[src/rtl/peti_pkg.sv]
// Shared types and constants of the peripheral event/task interconnect.
`timescale 1ns / 1ps
package peti_pkg;

    localparam int unsigned CHAN_MAX = 16;

    localparam logic [2:0] FUNC_BUS_WR = 3'd0;
    localparam logic [2:0] FUNC_BUS_RD = 3'd1;
    localparam logic [2:0] FUNC_TRIG   = 3'd2;
    localparam logic [2:0] FUNC_RUN    = 3'd3;
    localparam logic [2:0] FUNC_RESP   = 3'd4;

    localparam logic [2:0] KIND_ACK    = 3'd0;
    localparam logic [2:0] KIND_RDATA  = 3'd1;
    localparam logic [2:0] KIND_MREAD  = 3'd2;
    localparam logic [2:0] KIND_MWRITE = 3'd3;
    localparam logic [2:0] KIND_ERR    = 3'd4;

    localparam logic [11:0] OFF_EN_SET  = 12'h504;
    localparam logic [11:0] OFF_EN_CLR  = 12'h508;
    localparam logic [11:0] OFF_CH_LO   = 12'h510;
    localparam logic [11:0] OFF_CH_HI   = 12'h58C;
    localparam logic [11:0] OFF_GRP_LO  = 12'h800;
    localparam logic [11:0] OFF_GRP_1   = 12'h804;
    localparam logic [11:0] OFF_GRP_HI  = 12'h80C;

    typedef struct packed {
        logic [2:0]  func;
        logic [11:0] offset;
        logic [31:0] data;
        logic [3:0]  chan_index;
    } t_in_word;

    typedef struct packed {
        logic [2:0]  kind;
        logic [31:0] mem_address;
        logic [31:0] out_data;
        logic [3:0]  out_channel;
        logic        last;
    } t_out_word;

    typedef struct packed {
        logic       bad;
        logic       en_set;
        logic       en_clr;
        logic       ch_wr;
        logic       ch_evt;
        logic [3:0] ch_id;
        logic       grp_wr;
        logic [1:0] grp_id;
        logic       rd_sel;
    } t_dec;

endpackage

[src/rtl/peti_ram.sv]
// Generic single-write, single-read RAM with registered read data.
`timescale 1ns / 1ps
module peti_ram #(
    parameter int WIDTH = 32,
    parameter int DEPTH = 16
) (
    input  logic                                   i_clk,
    input  logic                                   i_we,
    input  logic [((DEPTH > 1) ? $clog2(DEPTH) : 1)-1:0] i_waddr,
    input  logic [WIDTH-1:0]                       i_wdata,
    input  logic [((DEPTH > 1) ? $clog2(DEPTH) : 1)-1:0] i_raddr,
    output logic [WIDTH-1:0]                       o_rdata
);

    logic [WIDTH-1:0] r_mem [DEPTH];
    logic [WIDTH-1:0] r_rdata;

    always_ff @(posedge i_clk) begin
        if (i_we) begin
            r_mem[i_waddr] <= i_wdata;
        end
        r_rdata <= r_mem[i_raddr];
    end

    assign o_rdata = r_rdata;

endmodule

[src/rtl/peti_dec.sv]
// Bus address decoder of the interconnect register page.
`timescale 1ns / 1ps
module peti_dec #(
    parameter int NUM_CHANNELS = 16
) (
    input  logic [2:0]     i_func,
    input  logic [11:0]    i_offset,
    output peti_pkg::t_dec o_dec
);

    localparam logic [4:0] NCH = 5'(NUM_CHANNELS);

    logic [11:0] ch_diff;
    logic        in_ch;
    logic        in_grp;
    logic        is_set;
    logic        is_clr;
    logic        is_wr;
    logic        is_rd;
    logic        rd_hit;

    always_comb begin
        ch_diff = i_offset - peti_pkg::OFF_CH_LO;
        in_ch   = (i_offset >= peti_pkg::OFF_CH_LO) && (i_offset <= peti_pkg::OFF_CH_HI);
        in_grp  = (i_offset >= peti_pkg::OFF_GRP_LO) && (i_offset <= peti_pkg::OFF_GRP_HI);
        is_set  = (i_offset == peti_pkg::OFF_EN_SET);
        is_clr  = (i_offset == peti_pkg::OFF_EN_CLR);
        is_wr   = (i_func == peti_pkg::FUNC_BUS_WR);
        is_rd   = (i_func == peti_pkg::FUNC_BUS_RD);
        rd_hit  = (i_offset == peti_pkg::OFF_GRP_LO) || (i_offset == peti_pkg::OFF_GRP_1);

        o_dec        = '0;
        o_dec.ch_id  = ch_diff[6:3];
        o_dec.ch_evt = (i_offset[2:0] == 3'd0);
        o_dec.grp_id = i_offset[3:2];
        o_dec.rd_sel = (i_offset == peti_pkg::OFF_GRP_1);
        o_dec.en_set = is_wr && is_set;
        o_dec.en_clr = is_wr && is_clr;
        o_dec.ch_wr  = is_wr && in_ch && ({1'b0, ch_diff[6:3]} < NCH);
        o_dec.grp_wr = is_wr && in_grp;
        o_dec.bad    = (is_wr && !(is_set || is_clr || in_ch || in_grp))
                    || (is_rd && !rd_hit);
    end

endmodule

[src/rtl/peripheral_event_task_interconnect_core.sv]
// Top level: register page, channel scan sequencer and result register.
//
//   channel   valid         ready         word
//   input     i_in_valid    o_in_ready    i_in_word  (func, offset, data, chan_index)
//   output    o_out_valid   i_out_ready   o_out_word (kind, mem_address, out_data,
//                                                     out_channel, last)
//
// Bus access and trigger write are handled in S_IDLE. Read response: via S_RESP
// (task address RAM read). Run tick: S_SCAN steps past each skipped channel and hands
// each issued read to S_EMIT, back to S_IDLE when no channel qualifies; one scan
// counter walks the event address RAM.
// Reset clears enable mask, group words, pending flag and the per-channel valid flags.
// A full result register that is not taken stalls the sequencer and the input.
`timescale 1ns / 1ps
module peripheral_event_task_interconnect_core #(
    parameter int NUM_CHANNELS = 16
) (
    input  logic                 i_clk,
    input  logic                 i_rst_n,
    input  logic                 i_in_valid,
    output logic                 o_in_ready,
    input  peti_pkg::t_in_word   i_in_word,
    output logic                 o_out_valid,
    input  logic                 i_out_ready,
    output peti_pkg::t_out_word  o_out_word
);

    localparam int         CH_AW     = (NUM_CHANNELS > 1) ? $clog2(NUM_CHANNELS) : 1;
    localparam logic [4:0] NCH       = 5'(NUM_CHANNELS);
    localparam logic [15:0] CHAN_BITS = (NUM_CHANNELS >= 16) ? 16'hFFFF
                                      : 16'((32'd1 << NUM_CHANNELS) - 32'd1);

    typedef enum logic [1:0] {
        S_IDLE,
        S_RESP,
        S_SCAN,
        S_EMIT
    } t_state;

    t_state               r_state, n_state;
    logic                 r_ovld, n_ovld;
    peti_pkg::t_out_word  r_oword, n_oword;
    logic [15:0]          r_en, n_en;
    logic                 r_pend, n_pend;
    logic [31:0]          r_grp [4];
    logic [31:0]          n_grp [4];
    logic [15:0]          r_ev_nz, n_ev_nz;
    logic [15:0]          r_tk_nz, n_tk_nz;
    logic [15:0]          r_tk_vld, n_tk_vld;
    logic [3:0]           r_idx, n_idx;
    logic [3:0]           r_ci, n_ci;

    peti_pkg::t_dec       dec;
    logic                 acc;
    logic                 out_free;
    logic [15:0]          qual;
    logic [15:0]          rem_ge;
    logic [15:0]          rem_gt;
    logic [31:0]          ev_rdata;
    logic [31:0]          tk_rdata;
    logic [3:0]           tk_raddr;
    logic                 ev_we;
    logic                 tk_we;

    peti_dec #(.NUM_CHANNELS(NUM_CHANNELS)) u_dec (
        .i_func   (i_in_word.func),
        .i_offset (i_in_word.offset),
        .o_dec    (dec)
    );

    assign acc      = i_in_valid && o_in_ready;
    assign out_free = !r_ovld || i_out_ready;
    assign ev_we    = acc && dec.ch_wr && dec.ch_evt;
    assign tk_we    = acc && dec.ch_wr && !dec.ch_evt;
    assign tk_raddr = (r_state == S_IDLE) ? i_in_word.chan_index : r_ci;
    assign qual     = r_en & r_ev_nz & r_tk_nz;
    assign rem_ge   = qual & ~((16'd1 << r_idx) - 16'd1);
    assign rem_gt   = qual & ~((16'd2 << r_idx) - 16'd1);

    peti_ram #(.WIDTH(32), .DEPTH(NUM_CHANNELS)) u_ev_ram (
        .i_clk   (i_clk),
        .i_we    (ev_we),
        .i_waddr (dec.ch_id[CH_AW-1:0]),
        .i_wdata (i_in_word.data),
        .i_raddr (r_idx[CH_AW-1:0]),
        .o_rdata (ev_rdata)
    );

    peti_ram #(.WIDTH(32), .DEPTH(NUM_CHANNELS)) u_tk_ram (
        .i_clk   (i_clk),
        .i_we    (tk_we),
        .i_waddr (dec.ch_id[CH_AW-1:0]),
        .i_wdata (i_in_word.data),
        .i_raddr (tk_raddr[CH_AW-1:0]),
        .o_rdata (tk_rdata)
    );

    assign o_in_ready  = (r_state == S_IDLE) && out_free;
    assign o_out_valid = r_ovld;
    assign o_out_word  = r_oword;

    always_comb begin
        n_state  = r_state;
        n_ovld   = r_ovld;
        n_oword  = r_oword;
        n_en     = r_en;
        n_pend   = r_pend;
        n_grp    = r_grp;
        n_ev_nz  = r_ev_nz;
        n_tk_nz  = r_tk_nz;
        n_tk_vld = r_tk_vld;
        n_idx    = r_idx;
        n_ci     = r_ci;

        if (r_ovld && i_out_ready) begin
            n_ovld = 1'b0;
        end

        case (r_state)
            S_IDLE: begin
                if (acc) begin
                    case (i_in_word.func)
                        peti_pkg::FUNC_BUS_WR, peti_pkg::FUNC_BUS_RD: begin
                            n_ovld                = 1'b1;
                            n_oword               = '0;
                            n_oword.last          = 1'b1;
                            if (dec.bad) begin
                                n_oword.kind = peti_pkg::KIND_ERR;
                            end else if (i_in_word.func == peti_pkg::FUNC_BUS_RD) begin
                                n_oword.kind     = peti_pkg::KIND_RDATA;
                                n_oword.out_data = dec.rd_sel ? r_grp[1] : r_grp[0];
                            end else begin
                                n_oword.kind = peti_pkg::KIND_ACK;
                            end
                            if (dec.en_set) begin
                                n_en = (r_en | i_in_word.data[15:0]) & CHAN_BITS;
                            end
                            if (dec.en_clr) begin
                                n_en = (r_en & ~i_in_word.data[15:0]) & CHAN_BITS;
                            end
                            if (dec.grp_wr) begin
                                n_grp[dec.grp_id] = i_in_word.data;
                            end
                            if (dec.ch_wr && dec.ch_evt) begin
                                n_ev_nz[dec.ch_id] = (i_in_word.data != 32'd0);
                            end
                            if (dec.ch_wr && !dec.ch_evt) begin
                                n_tk_nz[dec.ch_id]  = (i_in_word.data != 32'd0);
                                n_tk_vld[dec.ch_id] = 1'b1;
                            end
                        end
                        peti_pkg::FUNC_TRIG: begin
                            n_pend = (i_in_word.data != 32'd0);
                        end
                        peti_pkg::FUNC_RUN: begin
                            if (r_pend) begin
                                n_pend  = 1'b0;
                                n_idx   = 4'd0;
                                n_state = S_SCAN;
                            end
                        end
                        peti_pkg::FUNC_RESP: begin
                            if ((i_in_word.data != 32'd0)
                                && ({1'b0, i_in_word.chan_index} < NCH)) begin
                                n_ci    = i_in_word.chan_index;
                                n_state = S_RESP;
                            end
                        end
                        default: begin
                        end
                    endcase
                end
            end
            S_RESP: begin
                if (out_free) begin
                    n_ovld              = 1'b1;
                    n_oword.kind        = peti_pkg::KIND_MWRITE;
                    n_oword.mem_address = r_tk_vld[r_ci] ? tk_rdata : 32'd0;
                    n_oword.out_data    = 32'd1;
                    n_oword.out_channel = r_ci;
                    n_oword.last        = 1'b1;
                    n_state             = S_IDLE;
                end
            end
            S_SCAN: begin
                if (rem_ge == 16'd0) begin
                    n_state = S_IDLE;
                end else if (qual[r_idx]) begin
                    n_state = S_EMIT;
                end else begin
                    n_idx = r_idx + 4'd1;
                end
            end
            S_EMIT: begin
                if (out_free) begin
                    n_ovld              = 1'b1;
                    n_oword.kind        = peti_pkg::KIND_MREAD;
                    n_oword.mem_address = ev_rdata;
                    n_oword.out_data    = 32'd0;
                    n_oword.out_channel = r_idx;
                    n_oword.last        = (rem_gt == 16'd0);
                    if (rem_gt == 16'd0) begin
                        n_state = S_IDLE;
                    end else begin
                        n_idx   = r_idx + 4'd1;
                        n_state = S_SCAN;
                    end
                end
            end
            default: begin
                n_state = S_IDLE;
            end
        endcase
    end

    always_ff @(posedge i_clk) begin
        if (!i_rst_n) begin
            r_state  <= S_IDLE;
            r_ovld   <= 1'b0;
            r_en     <= '0;
            r_pend   <= 1'b0;
            r_grp    <= '{default: '0};
            r_ev_nz  <= '0;
            r_tk_nz  <= '0;
            r_tk_vld <= '0;
        end else begin
            r_state  <= n_state;
            r_ovld   <= n_ovld;
            r_en     <= n_en;
            r_pend   <= n_pend;
            r_grp    <= n_grp;
            r_ev_nz  <= n_ev_nz;
            r_tk_nz  <= n_tk_nz;
            r_tk_vld <= n_tk_vld;
        end
        r_oword <= n_oword;
        r_idx   <= n_idx;
        r_ci    <= n_ci;
    end

    a_mwrite_last: assert property (@(posedge i_clk) disable iff (!i_rst_n)
        (r_ovld && (r_oword.kind == peti_pkg::KIND_MWRITE)) |-> r_oword.last)
        else $error("task write result not marked last");

    a_mread_qual: assert property (@(posedge i_clk) disable iff (!i_rst_n)
        (r_state == S_EMIT) |-> qual[r_idx])
        else $error("scan emits a channel that does not qualify");

    a_run_clears: assert property (@(posedge i_clk) disable iff (!i_rst_n)
        (acc && (i_in_word.func == peti_pkg::FUNC_RUN)) |=> !r_pend)
        else $error("run tick left pending flag set");

    a_en_range: assert property (@(posedge i_clk) disable iff (!i_rst_n)
        ((r_en & ~CHAN_BITS) == 16'd0))
        else $error("enable bit set beyond channel count");

endmodule
[config.mk]
export PLATFORM = sky130hd
export DESIGN_NAME = peripheral_event_task_interconnect_core
export DESIGN_NICKNAME = d
export VERILOG_FILES = /design/src/rtl/peti_pkg.sv /design/src/rtl/peti_ram.sv /design/src/rtl/peti_dec.sv /design/src/rtl/peripheral_event_task_interconnect_core.sv
export SDC_FILE = /design/constraint.sdc
export NUM_CORES = 2
export LEC_CHECK = 0
export CORE_ASPECT_RATIO = 1.75
export CORE_MARGIN = 2
export CORE_UTILIZATION = 50
export CTS_BUF_LIST = sky130_fd_sc_hd__clkbuf_8
export CTS_CLUSTER_SIZE = 8
export DETAILED_ROUTE_END_ITERATION = 7
export DONT_BUFFER_PORTS = 1
export GPL_TIMING_DRIVEN = 0
export PLACE_DENSITY = 0.74
export RECOVER_POWER = 100
export SETUP_SLACK_MARGIN = 0.5
export SLEW_MARGIN = 10
export SYNTH_ARGS = -nofsm -noshare
export SYNTH_HDL_FRONTEND = slang
export SYNTH_SLANG_ARGS = --single-unit
[constraint.sdc]
create_clock -name i_clk -period 6.8 [get_ports i_clk]
set_clock_uncertainty 0.15 [all_clocks]
set_input_delay 1.02 -clock i_clk [delete_from_list [all_inputs] [get_ports i_clk]]
set_output_delay 1.02 -clock i_clk [all_outputs]
set_load 0.005 [all_outputs]
Word-level counts from Yosys, hierarchy flattened. Memories as Yosys holds them, arrays and structs flattened. A register that Yosys moved wholly into a read port is not among the register bits. Cells that the tools add are included.

Memories: 2. Output and inout port bits: 74. Memory bits (writable): 1024. Register bits after elaboration: 276.

Memories: u_ev_ram.r_mem (depth 16, width 32, read ports 1, clocked after Yosys merged registers in 1, wr ports 1, RTL line peti_ram.sv:15) `logic [WIDTH-1:0] r_mem [DEPTH];`; u_tk_ram.r_mem (depth 16, width 32, read ports 1, clocked after Yosys merged registers in 1, wr ports 1, RTL line peti_ram.sv:15).

$add $sub $neg: 4. Reductions and logical operators: 49. $lt $le $gt $ge: 10. Shift operators: 2. Bitwise operators: 11. Mux-type cells: 53. Eq/ne operators: 24.

Operators with widths (number): 72-bit two-way mux (4); 72-bit one-hot mux with 3 select lines (1); 32-bit two-way mux (5); 128-bit bitwise mux (1); 16-bit bitwise AND (5); 32-bit demux with 2-bit select (1); 16-bit NOT (3); 16-bit bitwise mux (2); 16-bit logical NOT (2); 16-bit two-way mux (2); 4-bit two-way mux (8); 16-bit OR (2); 32-bit nonzero test (1); 16-bit by 1-bit subtractor with 16-bit output, second input constant (2); 12-bit by 11-bit == test with 1-bit output, second input constant (2); 12-bit == test, second input constant (2); 4-bit AND reduction (5); 1-bit logical AND (18); 2-bit two-way mux (8); 1-bit by 4-bit << shifter with 16-bit output, first input constant (1); 2-bit by 4-bit << shifter with 16-bit output, first input constant (1); 4-bit by 5-bit less-than comparator with 1-bit output, second input constant (3); 2-bit inequality test, second input constant (7); 12-bit by 11-bit >= comparator with 1-bit output, second input constant (1); other kinds (36) (66).

Logic depth before layout (Yosys ltp).
Word-level depth: 11. Mapped depth: 16. Mapped depth without buffers: 11.

By module. A second synthesis with hierarchy kept.

Cell total of the unflattened synthesis: 2655. Area total of the unflattened synthesis: 49338.6 sq um.

By module, submodules not included: peti_ram at u_ev_ram (sequential area each 16015.4 sq um, times used 1, area an instance 19854.0 sq um, cells each 838); peti_ram at u_tk_ram (sequential area each 16015.4 sq um, times used 1, area an instance 19835.3 sq um, cells each 838); peripheral_event_task_interconnect_core (sequential area each 5044.8 sq um, times used 1, area an instance 9361.5 sq um, cells each 941); peti_dec (sequential area each 0.0 sq um, times used 1, area an instance 287.8 sq um, cells each 38).

Worst setup path after synthesis. OpenSTA, ideal clock, no wires.

Path type: input to register. Start: input port i_in_word[40] in the netlist's numbering. End: memory u_ev_ram.r_mem[10][0] (enable). Library setup time: 0.466 ns. Slack: 1.354 ns. Stages on the path: 9. Data required time: 6.184 ns. Arrival: 4.830 ns. Cell sequence: clkbuf_1 > inv_1 > ha_1 > nand2b_1 > a31oi_1 > o22a_1 > nor4_4 > nand3_1 > nor3_1.

Cells in the longest elaborated chain, start to end: 7. Elaborated cells on any way between the ends: 9. Those cells by class: add/sub: 1; order compare: 2; mux: 2; reduce/logical: 4.

Ends and longest elaborated chain: start, declared (RTL line peripheral_event_task_interconnect_core.sv:22) `input peti_pkg::t_in_word i_in_word,`; 12-bit by 11-bit >= comparator with 1-bit output / 12-bit by 11-bit <= comparator with 1-bit output (equally long branches) (RTL line peti_dec.sv:24) `in_ch = (i_offset >= peti_pkg::OFF_CH_LO) && (i_offset <= peti_pkg::OFF_CH_HI);`; 1-bit logical AND (RTL line peti_dec.sv:24); 1-bit logical AND (RTL line peti_dec.sv:39) `o_dec.ch_wr = is_wr && in_ch && ({1'b0, ch_diff[6:3]} < NCH);`; 1-bit logical AND (2 in a row) (RTL line peripheral_event_task_interconnect_core.sv:73) `assign ev_we = acc && dec.ch_wr && dec.ch_evt;`; 1-bit two-way mux (RTL line peti_ram.sv:19) `if (i_we) begin`; 1-bit two-way mux (not written as such) (RTL line peti_ram.sv:20) `r_mem[i_waddr] <= i_wdata;`; end, declared (RTL line peti_ram.sv:15).

Several ways; a longest one is shown, not always the timed one.

Worst setup path in the final report.
Start: register r_state[0]. End: memory u_ev_ram.r_mem[15][28] (enable).

Cells in the longest elaborated chain, start to end: 7.

Ends and longest elaborated chain: start, declared (RTL line peripheral_event_task_interconnect_core.sv:40) `t_state r_state, n_state;`; start signal, assigned (RTL line peripheral_event_task_interconnect_core.sv:227) `r_state <= n_state;`; 2-bit logical NOT (RTL line peripheral_event_task_interconnect_core.sv:98) `assign o_in_ready = (r_state == S_IDLE) && out_free;`; 1-bit logical AND (RTL line peripheral_event_task_interconnect_core.sv:98); 1-bit logical AND (RTL line peripheral_event_task_interconnect_core.sv:71) `assign acc = i_in_valid && o_in_ready;`; 1-bit logical AND (2 in a row) (RTL line peripheral_event_task_interconnect_core.sv:73); 1-bit two-way mux (RTL line peti_ram.sv:19); 1-bit two-way mux (not written as such) (RTL line peti_ram.sv:20).

Every way passes these cells.

==> results.md <==
* Syn-to-layout area delta at 10.84%
* Post-route setup TNS at 0 ns
* Power consumption at 0.01458 W
* Status: finished with violations
* Worst Path Required at between 7 and 8 ns
* Via Count at 25980
* Mapped Cells at approximately 2600
* Worst Max-Slew Pin Slew at approximately 2.5 ns
* # setup viols final at 0
* RR Startpoint: r_state[0]
* Wire per inst at approximately 29 um
* Synth Register Bits at between 1000 and 1500
* Worst hold start: i_in_word[0]
* Final Max Slew Viols at 550
* Pleak at approximately 17 nW
* Htree depth at 4
* Total GRT Usage at between 20% and 30%
* Antenna violations before repair at 4
* Slowest CP cell: nor2_1
* Fin area at around 55000 sq um
* CP Data Arrival Time at slightly below 7 ns
* Fmax at 155.4 MHz
* Cts hold-fix bufs at 0
* Synthesized area at a little under 50000 sq um
* Worst skew pair latency at roughly 0.87 ns
* Average size of a mapped cell at roughly 19 sq um
* I/O Buffers at 0
* Dpl cell area at 52270 sq um
* Worst flop-to-flop path endpoint: u_ev_ram.r_mem[15][28]
* Period utilisation layout at approximately 95%
* Initial DRC count at 2700
* CTS Sinks at 1300
* RePlAce Congestion at just over 0.9
* Sw frac at 21.25%
* DR pass1 iterations at 7
* CTS Buffer Depth at 3
* Post-synthesis sequential area ratio at between 70% and 80%
* Post-cts resize count at 1
* Comb pwr share at under 10%
* Worst path cell trace: clkbuf_1 > nor2_1 > nand3_1 > or4_1 > nor4_1 > nand2b_1 > nor2_1 > clkbuf_1
* Min-Delay Endpoint: r_ci[0]
* Nets@finish at just under 3000
* CP endpoint kind: flop
* Detail Route Antenna Nets at 0
* Min Tclk post-route at around 6.4 ns
* Internal power at 0.01148 W
* CTS buffer count at between 150 and 200
* Metal3 WL at approximately 8000 um
* Main synth FF type: edfxtp_1
* Share of layout cells above drive strength 1 at 18.81%
* CTS tree: done
* RSZ-0062 raised after global routing: no
* Worst setup path category: reg2reg
* # Post-CTS Setup Buffers at 0
* Number of flops mapped to enable cells by yosys at approximately 1100
* Die H at ~420 um
* Ports at 129
* DR top layer: met4
* Clock power frac at a little under two fifths
* Fin Hold WS at approximately 0.1 ns
* R2R depth at 8
* Root buf cell: clkbuf_8
* Row cnt at roughly 150
* Worst hold path class: in2reg
* Largest net degree at the start of global routing at 38
* Core ar. at slightly below 100000 sq um
* CP Launch Type: flop
* Initial Util at between 50 and 60%
* Synth Net Count at 2659
* Reg2Reg Setup Slack at ~0.37 ns
* Cell depth of the worst min-delay path at 0
* Final wirelength at 126100 um
* Worst-path clk slew at 0.07 ns
* Asr flop ratio synth at 0%
* Metal-1 WL at 43260 um
* Vias in the first global route at ~28000
* Synth cell types at between 60 and 70
* Failing checks: max-capacitance violations, max-slew violations
* Max stage delay on crit path at roughly 1.7 ns
* # DRC at 0
* Final HPWL DP at between 80000 and 90000 um
* Area of the die at roughly 100000 sq um
* Yosys warnings at 0
* Max VDD drop at 0.1800 mV
* Final global-route overflow total at 0
* Hold Violations, Final at 0
* Max Cap Violations at 33
* First-pass GRT wire length at roughly 180000 um
* CP max FO at 20
* Vias/cell at 6.070
* Sequential share of power at slightly below 60%
* Chip width at roughly 240 um
* Met2 wire length at between 60000 and 70000 um
* NetSw at 0.003099 W
* Slew headroom at -69.80%
* Power density cells at between 200 and 300 nW/um^2
==> flip-flops by register name (all words and copies together), names as in the netlist, 32 cells and up, named ones only <==
name and cells:
r_grp 64, u_tk_ram.o_rdata 32, u_ev_ram.o_rdata 32, o_out_word 72, u_ev_ram.r_mem 512, u_tk_ram.r_mem 512
==> per-stage QoR <==
| step | worst slack [ns] | std cells | utilization, % |
|---|---|---|---|
| after floorplan | 1.354 | 2594 | - |
| after global placement | -1.610 | 3903 | 52.19 |
| after detailed placement | 0.3338 | 3951 | 53.27 |
| after CTS | 0.6359 | 4275 | 56.58 |
| after global routing | 0.3619 | 4280 | 56.00 |
| final | 0.3656 | 4280 | 56.00 |
==> kinds of logic (layout without fill, tap and decap cells) <==
kind of cell,after synthesis,count (layout),synth area share (%)
xor gates and xnor gates,8,8,0.1413
other,0,5,0
adders and majority gates,10,10,0.2524
buffers and inverters,161,533,1.360
DFF,1300,1300,74.78
and+or+nand+nor,469,469,4.414
AOI/OAI and AO/OA,241,241,3.377
muxes,405,405,15.67
==> final cells by class <==
type | count | area (sq um)
Antenna cell | 5 | 12.51
Clock inverter | 130 | 581.8
Fill cell | 7363 | 43180
Clock buffer | 194 | 2670
Multi-Input combinational cell | 1133 | 11780
Tap cell | 1309 | 1638
Sequential cell | 1300 | 37080
Timing Repair Buffer | 48 | 569.3
Inverter | 11 | 41.29
Buffer | 150 | 586.8
==> how the worst max path moves through the flow <==
stage                     slack (ns)                endpoint           from
after detailed placement        0.33                r_idx[1]       r_idx[1]
final                           0.37  u_ev_ram.r_mem[15][28]     r_state[0]
after global routing            0.36  u_tk_ram.r_mem[15][11]     r_state[0]
after CTS                       0.64                r_idx[2]       r_idx[1]
after floorplan                 1.35   u_ev_ram.r_mem[10][0]  i_in_word[40]
after global placement         -1.61             r_ev_nz[10]  i_in_word[40]
==> power groups by stage <==
stage	registers [W]	clock network (W)	logic (W)
CTS	0.00869	0.00559	0.000386
finish	0.00869	0.00552	0.000368
global placement	0.00886	0	0.000360
detailed placement	0.00886	0	0.000383
floorplan	0.00885	0	0.000260
global route	0.00869	0.00590	0.000391
==> critical path: cells and delay by family (launching register included) <==
kind | cells | cell delay (ns)
buf+inv | 2 | 1.18
flops | 1 | 0.31
simple gates | 6 | 4.34
==> cells in the final DEF (no fill, tap or decap), drive strengths merged, types with 33 or more instances in the layout <==
master,count
a211oi,50
a21oi,58
a22o,33
a31oi,34
and2,38
buf,55
clkbuf,336
dfxtp,196
edfxtp,1104
inv,134
mux2i,107
mux4,297
nand2,180
nor2,124
==> per-layer routing <==
metal  global-route usage [%]  vias to the layer above
li1                         -                    10920
met4                    13.81                        0
met2                    45.46                     1184
met3                    4.557                      309
met5                        0                        -
met1                    27.40                    13570
==> cells in the mapped netlist (3+ instances only) <==
library cell	n	area share (%)
edfxtp_1	1104	67
mux4_2	297	13
dfxtp_1	196	7.9
nand2_1	180	1.4
nor2_1	123	0.93
mux2i_1	107	2.2
clkbuf_1	89	0.67
a21oi_1	58	0.59
a211oi_1	50	0.76
and2_1	36	0.45
a31oi_1	34	0.43
a22o_1	33	0.58
nand3_1	32	0.32
buf_2	26	0.26
buf_1	25	0.19
nand2b_1	20	0.25
nor3_1	20	0.20
o21a_1	19	0.29
nor4_1	14	0.18
nor2b_1	12	0.15
o21ai_0	12	0.12
buf_4	10	0.15
ha_1	10	0.25
inv_1	10	0.076
and3_1	6	0.076
xnor2_1	5	0.088
or3_1	4	0.050
a211o_1	3	0.053
a21boi_0	3	0.045
nand4_1	3	0.038
o2111ai_1	3	0.053
o22ai_1	3	0.038
xor2_1	3	0.053
Power figures use the tool's default switching activity.
